===== src/design/trpm_pkg.sv =====
// Shared types and constants for the touch report parser.
package trpm_pkg;

  // Defaults for the top-level parameters
  localparam int BODY_LEN_DEF     = 13;
  localparam int POINT_STRIDE_DEF = 6;
  localparam int MAX_POINTS_DEF   = 2;

  // Fixed field widths
  localparam int IDX_W   = 4;
  localparam int POS_W   = 3;
  localparam int SLOT_W  = 2;
  localparam int CNT_W   = 2;
  localparam int COORD_W = 12;
  localparam int SIZE_W  = 13;
  localparam int CFG_A_W = 3;

  localparam logic [3:0]   NIBBLE_MASK   = 4'hF;
  localparam logic [1:0]   EVENT_MASK    = 2'h3;
  localparam logic [3:0]   MAX_STATUS    = 4'd2;
  localparam logic [1:0]   LIFT_UP_EVENT = 2'd1;
  localparam logic [11:0]  COORD_MAX     = 12'hFFF;

  // Byte positions inside one point slot
  localparam logic [POS_W-1:0] POS_EVT_XH = 3'd0;
  localparam logic [POS_W-1:0] POS_XL     = 3'd1;
  localparam logic [POS_W-1:0] POS_YH     = 3'd2;
  localparam logic [POS_W-1:0] POS_YL     = 3'd3;

  // Configuration register indexes
  localparam logic [CFG_A_W-1:0] REG_SCR_WIDTH  = 3'd0;
  localparam logic [CFG_A_W-1:0] REG_SCR_HEIGHT = 3'd1;
  localparam logic [CFG_A_W-1:0] REG_SWAP_AXES  = 3'd2;
  localparam logic [CFG_A_W-1:0] REG_FLIP_X     = 3'd3;
  localparam logic [CFG_A_W-1:0] REG_FLIP_Y     = 3'd4;

  // Result kinds
  localparam logic KIND_POINT = 1'b0;
  localparam logic KIND_END   = 1'b1;

  typedef struct packed {
    logic               kind;
    logic [COORD_W-1:0] x;
    logic [COORD_W-1:0] y;
    logic [1:0]         touch_event;
    logic               id;
    logic [CNT_W-1:0]   count;
  } op_t;

  typedef struct packed {
    logic [SIZE_W-1:0] scr_width;
    logic [SIZE_W-1:0] scr_height;
    logic              swap_axes;
    logic              flip_x;
    logic              flip_y;
  } cfg_t;

endpackage


===== src/design/trpm_front.sv =====
// Front end: byte counter, slot decode, point assembly and end-of-sample results.
module trpm_front #(
  parameter int BODY_LEN     = trpm_pkg::BODY_LEN_DEF,
  parameter int POINT_STRIDE = trpm_pkg::POINT_STRIDE_DEF,
  parameter int MAX_POINTS   = trpm_pkg::MAX_POINTS_DEF
) (
  input  logic          clk,
  input  logic          rst_n,
  input  logic          acc,
  input  logic [7:0]    data_byte,
  input  logic          start_of_burst,
  output logic          push,
  output trpm_pkg::op_t push_op
);
  import trpm_pkg::*;

  localparam logic [IDX_W-1:0]  BODY_END  = IDX_W'(BODY_LEN);
  localparam logic [IDX_W-1:0]  LAST_IDX  = IDX_W'(BODY_LEN - 1);
  localparam logic [POS_W-1:0]  LAST_POS  = POS_W'(POINT_STRIDE - 1);
  localparam logic [CNT_W-1:0]  MAXP      = CNT_W'(MAX_POINTS);

  logic [IDX_W-1:0]   byte_index_r, byte_index_nxt;
  logic [POS_W-1:0]   pos_r, pos_nxt;
  logic [SLOT_W-1:0]  slot_r, slot_nxt;
  logic [CNT_W-1:0]   status_r, status_nxt;
  logic [CNT_W-1:0]   kept_r, kept_nxt;
  logic [1:0]         event_r, event_nxt;
  logic [COORD_W-1:0] x_r, x_nxt;
  logic [3:0]         yh_r, yh_nxt;
  logic [IDX_W-1:0]   idx;
  logic [CNT_W-1:0]   active;

  assign idx    = start_of_burst ? '0 : byte_index_r;
  assign active = (status_r < MAXP) ? status_r : MAXP;

  always_comb begin
    byte_index_nxt = byte_index_r;
    pos_nxt        = pos_r;
    slot_nxt       = slot_r;
    status_nxt     = status_r;
    kept_nxt       = kept_r;
    event_nxt      = event_r;
    x_nxt          = x_r;
    yh_nxt         = yh_r;
    push           = 1'b0;
    push_op        = '0;
    if (acc) begin
      byte_index_nxt = idx;
      if (idx < BODY_END) begin
        if (idx == '0) begin
          status_nxt     = ((data_byte[3:0] & NIBBLE_MASK) > MAX_STATUS) ? '0 : data_byte[1:0];
          kept_nxt       = '0;
          byte_index_nxt = IDX_W'(1);
          pos_nxt        = '0;
          slot_nxt       = '0;
        end else begin
          if (slot_r < active) begin
            case (pos_r)
              POS_EVT_XH: begin
                event_nxt = data_byte[7:6] & EVENT_MASK;
                x_nxt     = {data_byte[3:0] & NIBBLE_MASK, 8'h00};
              end
              POS_XL: x_nxt = {x_r[11:8], data_byte};
              POS_YH: yh_nxt = data_byte[3:0] & NIBBLE_MASK;
              POS_YL: begin
                if (idx < LAST_IDX && event_r != LIFT_UP_EVENT && kept_r < MAXP) begin
                  push                = 1'b1;
                  push_op.kind        = KIND_POINT;
                  push_op.x           = x_r;
                  push_op.y           = {yh_r, data_byte};
                  push_op.touch_event = event_r;
                  push_op.id          = kept_r[0];
                  push_op.count       = kept_r + CNT_W'(1);
                  kept_nxt            = kept_r + CNT_W'(1);
                end
              end
              default: ;
            endcase
          end
          if (idx == LAST_IDX) begin
            push          = 1'b1;
            push_op       = '0;
            push_op.kind  = KIND_END;
            push_op.count = kept_r;
          end
          byte_index_nxt = idx + IDX_W'(1);
          // advance the slot position, wrap at the stride
          if (pos_r == LAST_POS) begin
            pos_nxt = '0;
            if (slot_r != '1) slot_nxt = slot_r + SLOT_W'(1);
          end else begin
            pos_nxt = pos_r + POS_W'(1);
          end
        end
      end
    end
  end

  always_ff @(posedge clk) begin
    if (!rst_n) begin
      byte_index_r <= '0;
      pos_r        <= '0;
      slot_r       <= '0;
      status_r     <= '0;
      kept_r       <= '0;
      event_r      <= '0;
      x_r          <= '0;
      yh_r         <= '0;
    end else begin
      byte_index_r <= byte_index_nxt;
      pos_r        <= pos_nxt;
      slot_r       <= slot_nxt;
      status_r     <= status_nxt;
      kept_r       <= kept_nxt;
      event_r      <= event_nxt;
      x_r          <= x_nxt;
      yh_r         <= yh_nxt;
    end
  end

endmodule


===== src/design/trpm_queue.sv =====
// Two-entry queue of decoded results between front and back end.
module trpm_queue (
  input  logic          clk,
  input  logic          rst_n,
  input  logic          push,
  input  trpm_pkg::op_t push_op,
  input  logic          pop,
  output logic          full,
  output logic          not_empty,
  output trpm_pkg::op_t head
);
  import trpm_pkg::*;

  op_t        mem_r [2];
  logic       wr_ptr_r, wr_ptr_nxt;
  logic       rd_ptr_r, rd_ptr_nxt;
  logic [1:0] cnt_r, cnt_nxt;
  logic       do_push, do_pop;

  assign full      = (cnt_r == 2'd2);
  assign not_empty = (cnt_r != 2'd0);
  assign head      = mem_r[rd_ptr_r];
  assign do_push   = push && !full;
  assign do_pop    = pop && not_empty;

  always_comb begin
    wr_ptr_nxt = do_push ? ~wr_ptr_r : wr_ptr_r;
    rd_ptr_nxt = do_pop ? ~rd_ptr_r : rd_ptr_r;
    cnt_nxt    = cnt_r + {1'b0, do_push} - {1'b0, do_pop};
  end

  always_ff @(posedge clk) begin
    if (do_push) mem_r[wr_ptr_r] <= push_op;
  end

  always_ff @(posedge clk) begin
    if (!rst_n) begin
      wr_ptr_r <= 1'b0;
      rd_ptr_r <= 1'b0;
      cnt_r    <= '0;
    end else begin
      wr_ptr_r <= wr_ptr_nxt;
      rd_ptr_r <= rd_ptr_nxt;
      cnt_r    <= cnt_nxt;
    end
  end

endmodule


===== src/design/trpm_back.sv =====
// Back end: coordinate swap, mirror and clamp of points when mapping is on, then the output register.
module trpm_back (
  input  logic          clk,
  input  logic          rst_n,
  input  trpm_pkg::cfg_t cfg,
  input  logic          q_valid,
  input  trpm_pkg::op_t q_head,
  output logic          q_pop,
  input  logic          out_take,
  output logic          out_valid,
  output trpm_pkg::op_t out_op
);
  import trpm_pkg::*;

  localparam int SW = 15;

  logic              valid_r, valid_nxt;
  op_t               op_r, op_nxt;
  logic              map_en;
  logic [COORD_W-1:0] a, b;
  logic signed [SW-1:0] a_s, b_s;

  function automatic logic [COORD_W-1:0] clamp_axis(input logic signed [SW-1:0] v,
                                                    input logic [SIZE_W-1:0] size);
    logic [SIZE_W-1:0] hi;
    logic [COORD_W-1:0] res;
    begin
      hi = (size > {1'b0, COORD_MAX} + SIZE_W'(1)) ? {1'b0, COORD_MAX} : size - SIZE_W'(1);
      if (v < 0) res = '0;
      else if (v > $signed({2'b00, hi})) res = hi[COORD_W-1:0];
      else res = v[COORD_W-1:0];
      return res;
    end
  endfunction

  assign map_en = (cfg.scr_width != '0) && (cfg.scr_height != '0);
  assign a      = cfg.swap_axes ? q_head.y : q_head.x;
  assign b      = cfg.swap_axes ? q_head.x : q_head.y;
  assign a_s    = cfg.flip_x ? $signed({2'b00, cfg.scr_width}) - SW'(1) - $signed({3'b000, a})
                             : $signed({3'b000, a});
  assign b_s    = cfg.flip_y ? $signed({2'b00, cfg.scr_height}) - SW'(1) - $signed({3'b000, b})
                             : $signed({3'b000, b});

  // take a new item whenever the output slot is free or being drained
  assign q_pop = q_valid && (!valid_r || out_take);

  always_comb begin
    valid_nxt = valid_r;
    op_nxt    = op_r;
    if (out_take) valid_nxt = 1'b0;
    if (q_pop) begin
      valid_nxt = 1'b1;
      op_nxt    = q_head;
      if (q_head.kind == KIND_POINT && map_en) begin
        op_nxt.x = clamp_axis(a_s, cfg.scr_width);
        op_nxt.y = clamp_axis(b_s, cfg.scr_height);
      end
    end
  end

  always_ff @(posedge clk) begin
    op_r <= op_nxt;
  end

  always_ff @(posedge clk) begin
    if (!rst_n) valid_r <= 1'b0;
    else valid_r <= valid_nxt;
  end

  assign out_valid = valid_r;
  assign out_op    = op_r;

endmodule


===== src/design/touch_report_parse_map_core.sv =====
// A byte that causes a result goes into the queue, then into the output register that drives out_tvalid.
// Throughput: one byte per cycle while the result side takes one item per cycle.
// At most one result per byte; a two-entry queue and an output register absorb stalls,
// and in_tready drops only while the queue holds two items.
// Reset (rst_n, synchronous, active low) clears the byte counter, counts, queue
// and configuration; the first byte after reset is taken as the status byte.
module touch_report_parse_map_core #(
  parameter int BODY_LEN     = trpm_pkg::BODY_LEN_DEF,
  parameter int POINT_STRIDE = trpm_pkg::POINT_STRIDE_DEF,
  parameter int MAX_POINTS   = trpm_pkg::MAX_POINTS_DEF
) (
  input  logic                          clk,
  input  logic                          rst_n,
  // item input
  input  logic                          in_tvalid,
  output logic                          in_tready,
  input  logic [7:0]                    in_tdata,   // [7:0] data_byte
  input  logic                          in_tuser,   // [0] start_of_burst
  // result output
  output logic                          out_tvalid,
  input  logic                          out_tready,
  // [11:0] point_x, [23:12] point_y, [25:24] touch_event, [26] point_id,
  // [28:27] point_count, [31:29] zero
  output logic [31:0]                   out_tdata,
  output logic                          out_tuser,  // [0] result_kind
  // configuration writes
  input  logic                          cfg_we,
  input  logic [trpm_pkg::CFG_A_W-1:0]  cfg_addr,
  input  logic [trpm_pkg::SIZE_W-1:0]   cfg_wdata
);
  import trpm_pkg::*;

  cfg_t cfg_r, cfg_nxt;
  logic in_acc;
  logic push;
  op_t  push_op;
  logic q_full, q_valid, q_pop;
  op_t  q_head;
  logic out_valid;
  op_t  out_op;

  // Configuration registers: plain write, unknown indexes dropped
  always_comb begin
    cfg_nxt = cfg_r;
    if (cfg_we) begin
      case (cfg_addr)
        REG_SCR_WIDTH:  cfg_nxt.scr_width  = cfg_wdata;
        REG_SCR_HEIGHT: cfg_nxt.scr_height = cfg_wdata;
        REG_SWAP_AXES:  cfg_nxt.swap_axes  = cfg_wdata[0];
        REG_FLIP_X:     cfg_nxt.flip_x     = cfg_wdata[0];
        REG_FLIP_Y:     cfg_nxt.flip_y     = cfg_wdata[0];
        default: ;
      endcase
    end
  end

  always_ff @(posedge clk) begin
    if (!rst_n) cfg_r <= '0;
    else cfg_r <= cfg_nxt;
  end

  // Hold off input only when the queue has no room for a possible result
  assign in_tready = !q_full;
  assign in_acc    = in_tvalid && in_tready;

  trpm_front #(
    .BODY_LEN     (BODY_LEN),
    .POINT_STRIDE (POINT_STRIDE),
    .MAX_POINTS   (MAX_POINTS)
  ) u_front (
    .clk            (clk),
    .rst_n          (rst_n),
    .acc            (in_acc),
    .data_byte      (in_tdata),
    .start_of_burst (in_tuser),
    .push           (push),
    .push_op        (push_op)
  );

  trpm_queue u_queue (
    .clk       (clk),
    .rst_n     (rst_n),
    .push      (push),
    .push_op   (push_op),
    .pop       (q_pop),
    .full      (q_full),
    .not_empty (q_valid),
    .head      (q_head)
  );

  trpm_back u_back (
    .clk       (clk),
    .rst_n     (rst_n),
    .cfg       (cfg_r),
    .q_valid   (q_valid),
    .q_head    (q_head),
    .q_pop     (q_pop),
    .out_take  (out_tvalid && out_tready),
    .out_valid (out_valid),
    .out_op    (out_op)
  );

  assign out_tvalid = out_valid;
  assign out_tuser  = out_op.kind;
  assign out_tdata  = {3'b000, out_op.count, out_op.id, out_op.touch_event,
                       out_op.y, out_op.x};

`ifndef SYNTH
  // A result is never pushed into a full queue
  a_no_overflow: assert property (@(posedge clk) disable iff (!rst_n)
    push |-> !q_full)
    else $error("result pushed into full queue");

  // The end-of-sample count never exceeds the point limit
  a_end_count: assert property (@(posedge clk) disable iff (!rst_n)
    (out_tvalid && out_tuser == KIND_END) |-> (out_op.count <= CNT_W'(MAX_POINTS)))
    else $error("end count above point limit");

  // With mapping on, a point lies inside the panel
  a_in_panel: assert property (@(posedge clk) disable iff (!rst_n)
    (out_tvalid && out_tuser == KIND_POINT && cfg_r.scr_width != '0 &&
     cfg_r.scr_height != '0)
    |-> ({1'b0, out_op.x} < cfg_r.scr_width && {1'b0, out_op.y} < cfg_r.scr_height))
    else $error("mapped point outside panel");
`endif

endmodule

===== config.mk =====
export PLATFORM = sky130hd
export DESIGN_NAME = touch_report_parse_map_core
export DESIGN_NICKNAME = d
export VERILOG_FILES = /design/src/design/trpm_pkg.sv /design/src/design/trpm_front.sv /design/src/design/trpm_queue.sv /design/src/design/trpm_back.sv /design/src/design/touch_report_parse_map_core.sv
export SDC_FILE = /design/constraint.sdc
export NUM_CORES = 1
export LEC_CHECK = 0
export BUFFER_PORTS_ARGS = -buffer_cell sky130_fd_sc_hd__buf_2
export CELL_PAD_IN_SITES_DETAIL_PLACEMENT = 1
export CELL_PAD_IN_SITES_GLOBAL_PLACEMENT = 2
export CORE_MARGIN = 5
export CORE_UTILIZATION = 39
export DETAILED_ROUTE_END_ITERATION = 16
export GPL_ROUTABILITY_DRIVEN = 0
export PLACE_DENSITY_LB_ADDON = 0.1
export SYNTH_ARGS = -nofsm -noshare
export SYNTH_HDL_FRONTEND = slang
export SYNTH_SLANG_ARGS = --single-unit
export TNS_END_PERCENT = 20

===== constraint.sdc =====
create_clock -name clk -period 7.35 [get_ports clk]
set_clock_uncertainty 0.05 [all_clocks]
set_input_delay 1.47 -clock clk [delete_from_list [all_inputs] [get_ports clk]]
set_output_delay 1.47 -clock clk [all_outputs]
set_load 0.02 [all_outputs]

== Yosys cells after proc, flatten, opt, wreduce, memory -nomap -nowiden ==
Memory sizes are Yosys's and may differ from the RTL's. A register that Yosys moved wholly into a read port is not among the register bits.
Index checks and enable logic that the tools add are counted.

* Bits in latches: 0
* Output and inout bits: 35
* Memories kept: 1
* Word-level logic and storage cells: 150
* Input port bits: 30
* RAM bits: 60
* ROM bits: 0
* Flip-flop bits (word level): 95

{| class="wikitable"
|+ Memory list
! memory !! words !! width !! read ports !! clocked after memory_dff !! wr ports !! RTL line !! source
|-
| u_queue.mem_r || 2 || 30 || 1 || 1 || 1 || trpm_queue.sv:14 || <nowiki>op_t mem_r [2];</nowiki>
|}

* Div/mod/pow operators: 0
* Reductions and logical operators: 38
* Equal/unequal tests: 12
* Multipliers: 0
* Mux-type cells: 46
* Shift operators: 0
* Add/sub/neg operators: 12
* Bitwise gates (word level): 5
* Magnitude comparators: 12

{| class="wikitable"
|+ Operators by type and width
! kind !! number
|-
| 30-bit 2-to-1 mux || 6
|-
| 12-bit 2-to-1 mux || 6
|-
| 15-bit by 14-bit greater-than comparator with 1-bit output || 2
|-
| 15-bit by 1-bit < comparator with 1-bit output (second input constant) || 2
|-
| 15-bit 2-to-1 mux || 2
|-
| 15-bit by 13-bit subtractor with 15-bit output || 2
|-
| 29-bit 2-to-1 mux || 1
|-
| 13-bit by 1-bit subtractor with 14-bit output (second input constant) || 2
|-
| 13-bit greater-than comparator (second input constant) || 2
|-
| 13-bit 2-to-1 mux || 2
|-
| 13-bit nonzero test || 2
|-
| 13-bit by 1-bit subtractor with 13-bit output (second input constant) || 2
|-
| 24-bit 2-to-1 mux || 1
|-
| 12-bit case mux with 2 select lines || 1
|-
| 5-bit AND reduction || 4
|-
| 2-bit 2-to-1 mux || 9
|-
| 2-bit nonzero test || 8
|-
| 1-bit 2-to-1 mux || 13
|-
| 3-bit by 2-bit equality test with 1-bit output (second input constant) || 4
|-
| 4-bit 2-to-1 mux || 3
|-
| 2-bit AND reduction || 6
|-
| 1-bit logical AND || 9
|-
| 4-bit < comparator (second input constant) || 2
|-
| 3-bit by 1-bit equality test with 1-bit output (second input constant) || 2
|-
| 22 further kinds || 32
|}

== Logic depth before layout (Yosys ltp) ==
Gate-level depths: netlist of the first run.

* Word-level depth: 14
* Depth in mapped cells: 26
* Depth with buffers taken out: 23

== By module ==
Synthesis of the first run repeated with hierarchy kept, for this count alone.

* Cell total of the unflattened synthesis: 981
* Area, all modules: 9883.2 µm²

{| class="wikitable"
|+ Modules (own cells, without submodules)
! module !! cells each !! seq. area each (µm²) !! area an instance (µm²) !! times used
|-
| trpm_back || 526 || 920.9 || 4369.2 || 1
|-
| trpm_queue || 120 || 1901.8 || 2523.7 || 1
|-
| trpm_front || 214 || 620.6 || 1803.0 || 1
|-
| touch_report_parse_map_core || 121 || 580.6 || 1187.4 || 1
|}

== Worst setup path after synthesis of the first run ==
No wires, ideal clock.

* Path type: reg2reg
* Start: reg (tool-made name)
* End: reg u_back.op_r (netlist bit u_back.out_op[15]) (data pin)
* Data required time: 7.028 ns
* Cell stages (with the launch flop): 22
* Period minus slack after synthesis: 5.455 ns
* Buffers on the path: 3
* Library setup time: 0.272 ns
* Data arrival time: 5.133 ns
* Setup slack: 1.895 ns
* Path through: dfxtp_1 -> clkbuf_1 -> clkbuf_1 -> mux2_2 -> o21ai_0 -> ha_1 -> nor2b_1 -> o31a_1 -> o2111a_1 -> or4_1 -> a21oi_1 -> xor2_1 -> mux2i_1 -> ha_1 -> nand2_1 -> nor2_1 -> a32oi_1 -> a21oi_1 -> a2111o_1 -> nor2_1 -> buf_4 -> o311ai_1

{| class="wikitable"
|+ RTL lines
! item !! RTL line !! source
|-
| end signal: assignment || trpm_back.sv:62 || <nowiki>op_r <= op_nxt;</nowiki>
|-
| end: declaration || trpm_back.sv:18 || <nowiki>op_t op_r, op_nxt;</nowiki>
|}

==> run_results.csv, run 1 <==
group,metric,value,unit
run_status,status,"complete, no violations",
worst_setup_path,r2r_slack,1.26,ns
finish,drive_gt1_frac,0.139,
yosys,synthTopCellsByCount,"135 x nand2_1, 90 x edfxtp_1, 66 x dfxtp_1, 64 x nor2_1, 59 x ha_1",
worst_setup_path,worstPathRequired,7.56,ns
detailed_routing,vias_per_cell,5.38,
timing,rsz0062_at_grt,"no",
finish,fillers,2738,
yosys,synth_xor_area_frac,0.0340,
timing,hold_violations,0,
power,pwr-share-clk,0.243,
floorplan,die_y,166,µm
yosys,yosysUniqueCellTypes,72,
clock_network,post-cts-setup-buffers,0,
yosys,synth_top_family_by_area,"simple AND/OR/NAND/NOR gates",
detailed_routing,drt_first_iter_violations,268,
global_routing,grt_pass1_vias,7509,
worst_setup_path,rr_worst_depth,23,
detailed_routing,routed_wl,28300,µm
worst_setup_path,cp_max_fo,20,
yosys,synth_fa_ha_area_frac,0.0816,
global_routing,overflow,0,
yosys,synth.top_cell.area_share,0.284,
timing,fmax,164,MHz
detailed_routing,drc,0,
timing,max-slew-margin-rel,0.283,
power,comb_power_share,0.459,
timing,worst_pin_slew,1.07,ns
yosys,synth_compound_area_frac,0.149,
hold_path,hp-class,"reg -> reg",
detailed_routing,wl_met2,13100,µm
yosys,synth_top_area_cell,"edfxtp_1",
job,maxCapViolCount,0,
power,power,3.74,mW
global_routing,grt_max_degree,67,
finish,final_cells,1367,
yosys,synth_ff_type,"edfxtp_1",
power,p_leak,4.16,nW
timing,slew_violations,0,
global_routing,track_usage,0.204,
timing,period_needed,6.09,ns
yosys,ys_top_cells_by_area,"edfxtp_1 28%, dfxtp_1 14%, ha_1 7.7%",
clock_network,clock-sinks,156,
detailed_routing,wl_met3,787,µm
clock_network,ctsHtreeMaxLevel,4,
clock_network,cts_max_path_buffers,2,
power,p_seq_frac,0.298,
power,switching_share,0.408,
floorplan,core-area,24200,µm²
global_routing,antenna_found_initial,0,
clock_network,clock_latency,0.43,ns
global_routing,grt_first_pass_wirelength,44200,µm
yosys,synth-simple-area-share,0.211,
yosys,synth_edf_count,90,
floorplan,initial_core_util,0.394,
detailed_routing,wire_per_inst,20.7,µm
clock_network,cts_buffers,17,
yosys,syn_area,9530,µm²
floorplan,die-area,27700,µm²
detailed_routing,highest_layer,"met4",
timing,finalCritPeriodShare,0.829,
clock_network,cts-hold-fix-buffers,0,
clock_network,ctsResizeCount,0,
yosys,netlist_instances,989,
hold_path,hp-start,"u_front.x_r[1]$_SDFFE_PN0P_",
worst_setup_path,crit_arrival,6.30,ns
finish,syn2layout_area_growth,12.4,%
floorplan,ioPinCount,65,
detailed_routing,firstDrtPassIters,4,
worst_setup_path,cp-start-kind,"register",
power,switching_power,1.53,mW
placement,io_buffers,61,
worst_setup_path,r2r-end,"u_back.out_op[17]$_DFFE_PP_",
detailed_routing,num_vias,7355,
finish,final_nets,1121,
finish,diodes,0,
hold_path,hold_path_end,"u_front.x_r[1]$_SDFFE_PN0P_",
worst_setup_path,worstSetupEndpointType,"register",
clock_network,path_clk_slew,0.07,ns
timing,hold_ws,0.418,ns
yosys,syn_area_per_cell,9.64,µm²
hold_path,hold_depth,2,
power,p_per_area,349,nW/µm²
timing,finalSetupViolCount,0,
power,p_int,2.21,mW
yosys,yosysWarnings,0,
worst_setup_path,worstSetupPathType,"reg -> reg",
yosys,synth-seq-cells,156,
yosys,async_flop_share,0,
placement,dp_cells,1335,
power,ir_worst_vdd,0.156,mV
yosys,synth_most_common_cell,"nand2_1",
timing,tns,0,ns
floorplan,fp.dieW,166,µm
detailed_routing,wl_met1,14100,µm
detailed_routing,postRouteAntennaNets,0,
clock_network,cts_tree,"yes",
yosys,ys_seq_area_frac,0.422,
floorplan,rows,57,
clock_network,cts_root_buffer,"clkbuf_16",
yosys,synth_mux_area_frac,0.0662,
placement,hpwl,21800,µm
[how the worst max path moves through the flow]
stage,startpoint,to,slack [ns],cells past startpoint
after floorplan,register,u_back.out_op[15]$_DFFE_PP_,1.90,21
after global placement,register,u_back.out_op[6]$_DFFE_PP_,1.37,20
after detailed placement,register,u_back.out_op[17]$_DFFE_PP_,1.26,23
after CTS,register,u_back.out_op[17]$_DFFE_PP_,1.21,23
after global routing,register,u_back.out_op[27]$_DFFE_PP_,0.74,23
final,register,u_back.out_op[17]$_DFFE_PP_,1.26,23
[stage by stage]
| stage | setup WS [ns] | utilization | area (µm²) |
|---|---|---|---|
| floorplan | 1.90 | - | 9540 |
| finish | 1.26 | 0.443 | 10700 |
| detailed placement | 1.26 | 0.418 | 10100 |
| CTS | 1.21 | 0.443 | 10700 |
| global placement | 1.37 | 0.418 | 10100 |
| global route | 0.738 | 0.443 | 10700 |
[kinds of logic after synthesis]
family | after synthesis
DFF | 156
muxes | 59
and+or+nand+nor | 395
buffers and inverters | 81
xor gates and xnor gates | 37
adders and majority gates | 61
other | 1
AOI/OAI and AO/OA | 199
[critical path, cell delays in order, from the launching register on]
cell and delay [ns]:
dfxtp_1 0.61, buf_4 0.29, mux2_2 0.38, o21ai_0 0.23, inv_1 0.08, ha_1 0.21, fa_1 0.42, nor2b_1 0.13
o21ai_0 0.12, a21oi_1 0.30, o211ai_1 0.13, nor2b_1 0.15, xor2_1 0.14, mux2i_1 0.20, ha_1 0.28, a21o_1 0.16
a21oi_1 0.13, nor2b_1 0.06, o21ai_0 0.17, nand2b_1 0.07, a221o_1 0.35, a22oi_2 0.77, mux2_1 0.39, o22ai_1 0.12
[final cells by class]
| cell class | instances | area, µm² | area share |
|---|---|---|---|
| multi-input cells | 754 | 5190 | 0.484 |
| flip-flops and latches | 156 | 4020 | 0.376 |
| clock buffers | 20 | 489 | 0.0457 |
| well taps | 324 | 405 | 0.0379 |
| repair buffers | 70 | 373 | 0.0348 |
| inverters | 31 | 116 | 0.0109 |
| clock inverters | 12 | 114 | 0.0106 |
[cell usage in the layout, fill, tap and decap left out, types with 7 or more instances in the layout]
| cell | Yosys | final |
|---|---|---|
| nand2_1 | 135 | 135 |
| edfxtp_1 | 90 | 90 |
| dfxtp_1 | 66 | 66 |
| nor2_1 | 64 | 62 |
| buf_2 | 5 | 61 |
| ha_1 | 59 | 59 |
| o21ai_0 | 56 | 56 |
| a21boi_0 | 39 | 39 |
| nor2b_1 | 37 | 36 |
| and2_1 | 36 | 36 |
| mux2i_1 | 36 | 36 |
| inv_1 | 31 | 31 |
| nor3_1 | 27 | 27 |
| nand3_1 | 23 | 23 |
| a21oi_1 | 21 | 21 |
| xor2_1 | 21 | 21 |
| mux2_2 | 19 | 19 |
| clkbuf_16 | 0 | 19 |
| xnor2_1 | 16 | 16 |
| o21a_1 | 15 | 15 |
| nand4b_1 | 12 | 12 |
| o311ai_1 | 12 | 12 |
| buf_4 | 6 | 9 |
| nand2b_1 | 8 | 8 |
| or3_1 | 8 | 8 |
| nand3b_1 | 7 | 7 |
| a21o_1 | 7 | 7 |
[metal layers]
metal	GRT usage	vias to the layer above
met5	0	-
met4	0.0406	0
met3	0.0269	16
met2	0.338	98
met1	0.289	3598
li1	-	3643
[registers in the layout, summed over array words and instances, names as in the netlist, named ones only]
name,flops
u_front.event_r,2
u_front.pos_r,3
u_queue.cnt_r,2
u_front.byte_index_r,4
u_front.x_r,12
u_front.status_r,2
u_queue.wr_ptr_r,1
u_queue.rd_ptr_r,1
u_back.out_valid,1
u_front.slot_r,2
u_front.kept_r,2
u_front.yh_r,4
u_queue.mem_r,60
cfg_r,29
u_back.out_op,30
[power by group through the flow]
stage | combinational (mW) | clock, mW | sequential, mW
floorplan | 1.15 | 0 | 1.21
CTS | 1.73 | 0.926 | 1.12
finish | 1.72 | 0.907 | 1.11
detailed placement | 1.71 | 0 | 1.14
global placement | 1.71 | 0 | 1.13
global route | 1.89 | 0.960 | 1.13
Note: power is estimated with default switching activity, not from simulation.
==> run 2: changes to the inputs <==
- clock period: 7.35 -> 5.92 ns (I/O delays scaled with it)
==> run_results.csv, run 2 (synthesized netlist as in run 1, its figures left out) <==
group,metric,value,unit
run_status,status,"complete, no violations",
finish,drive_gt1_frac,0.159,
detailed_routing,drt_first_iter_violations,434,
finish,fillers,2737,
worst_setup_path,worstPathRequired,6.14,ns
floorplan,initial_core_util,0.394,
clock_network,ctsResizeCount,0,
global_routing,antenna_found_initial,0,
finish,layout_common_cells,"135 x nand2_1, 90 x edfxtp_1, 66 x dfxtp_1, 62 x nor2_1, 61 x buf_2",
timing,period_needed,5.59,ns
detailed_routing,postRouteAntennaNets,0,
worst_setup_path,worstSetupEndpointType,"register",
detailed_routing,vias_per_cell,5.45,
clock_network,clock_latency,0.44,ns
finish,syn2layout_area_growth,14.4,%
global_routing,track_usage,0.212,
global_routing,grt_first_pass_wirelength,46000,µm
clock_network,cts_root_buffer,"clkbuf_16",
finish,final_nets,1141,
floorplan,core-area,24200,µm²
global_routing,grt_max_degree,67,
worst_setup_path,worstSetupPathType,"reg -> reg",
finish,largest_registers,"u_queue.mem_r (60), u_back.out_op (30), cfg_r (29)",
worst_setup_path,r2r-start,"cfg_r[18]$_SDFFE_PN0P_",
timing,rsz0062_at_grt,"no",
clock_network,cts-hold-fix-buffers,0,
placement,hpwl,22200,µm
power,p_leak,4.27,nW
floorplan,rows,57,
timing,fin_ws,0.332,ns
floorplan,fp.dieW,166,µm
finish,largest_reg_flops,60,
job,maxCapViolCount,0,
hold_path,hp-start,"u_front.x_r[1]$_SDFFE_PN0P_",
clock_network,post-cts-setup-buffers,0,
power,p_per_area,438,nW/µm²
power,ir_worst_vdd,0.189,mV
finish,diodes,0,
detailed_routing,drc,0,
clock_network,clock-sinks,156,
timing,fmax,179,MHz
detailed_routing,routed_wl,29000,µm
clock_network,cts_tree,"yes",
timing,worst_pin_slew,1.10,ns
worst_setup_path,crit_arrival,5.81,ns
placement,io_buffers,61,
hold_path,hp-class,"reg -> reg",
timing,finalCritPeriodShare,0.944,
timing,finalSetupViolCount,0,
global_routing,grt_pass1_vias,7854,
worst_setup_path,cp-startpoint,"cfg_r[18]$_SDFFE_PN0P_",
worst_setup_path,cp-start-kind,"register",
timing,max-slew-margin-rel,0.267,
worst_setup_path,cp_max_fo,6,
detailed_routing,firstDrtPassIters,4,
clock_network,ctsHtreeMaxLevel,4,
detailed_routing,num_vias,7557,
timing,hold_violations,0,
floorplan,die-area,27700,µm²
timing,tns,0,ns
floorplan,die_y,166,µm
floorplan,ioPinCount,65,
clock_network,cts_buffers,17,
placement,pre_cts_ws,0.267,ns
finish,final_common_cell,"nand2_1",
global_routing,overflow,0,
detailed_routing,wire_per_inst,20.9,µm
finish,max_flop_register,"u_queue.mem_r",
clock_network,cts_max_path_buffers,2,
timing,slew_violations,0,
clock_network,path_clk_slew,0.08,ns
[run 2: cell type report]
class | instances | area, µm² | area share
clock buffer | 17 | 425 | 0.0390
sequential | 156 | 4020 | 0.369
multi-input combinational | 754 | 5220 | 0.478
timing repair buffer | 90 | 523 | 0.0480
inverter | 31 | 116 | 0.0107
tap | 324 | 405 | 0.0372
clock inverter | 15 | 194 | 0.0178
[run 2: worst max-delay path, stage by stage (launching register included)]
cell and delay, ns:
dfxtp_1 0.36, or3_1 0.39, or2_1 0.27, or4_4 0.49
xnor2_2 0.26, ha_1 0.33, and3_1 0.20, a21oi_1 0.20
inv_1 0.08, a2111o_1 0.43, nand4b_1 0.13, o211ai_1 0.16
ha_1 0.37, and4_1 0.18, nand3_1 0.09, or3_1 0.42
a22oi_2 0.34, buf_4 0.22, mux2_1 0.32, o22ai_1 0.11
[run 2: final timing paths]
check | endpoint | slack [ns] | cells after the start
worst max-delay path | u_back.out_op[17]$_DFFE_PP_ | 0.33 | 19
worst min-delay path | u_front.x_r[1]$_SDFFE_PN0P_ | 0.42 | 2
worst max register to register | u_back.out_op[17]$_DFFE_PP_ | 0.33 | 19
worst min register to register | u_front.x_r[1]$_SDFFE_PN0P_ | 0.42 | 2
[run 2: report_power, final]
part | switching [mW] | internal (mW)
clock | 0.564 | 0.581
sequential | 0.0531 | 1.31
combinational | 1.37 | 0.895
[run 2: stage by stage]
| stage | instance area [µm²] | hold WS (ns) | instances | util | power [mW] |
|---|---|---|---|---|---|
| CTS | 10900 | 0.426 | 1387 | 0.450 | 4.80 |
| global placement | 10300 | 0.404 | 1355 | 0.424 | 3.63 |
| floorplan | 9540 | 0.386 | 991 | - | 2.93 |
| global route | 10900 | 0.450 | 1387 | 0.451 | 5.10 |
| detailed placement | 10300 | 0.414 | 1355 | 0.424 | 3.64 |
| finish | 10900 | 0.421 | 1387 | 0.451 | 4.78 |
[run 2: per-layer routing]
layer,vias to the layer above,GRT usage,routed length [µm]
met5,-,0,0
met4,0,0.0459,341
met3,24,0.0336,973
met2,132,0.348,13400
met1,3710,0.297,14300
li1,3691,-,-
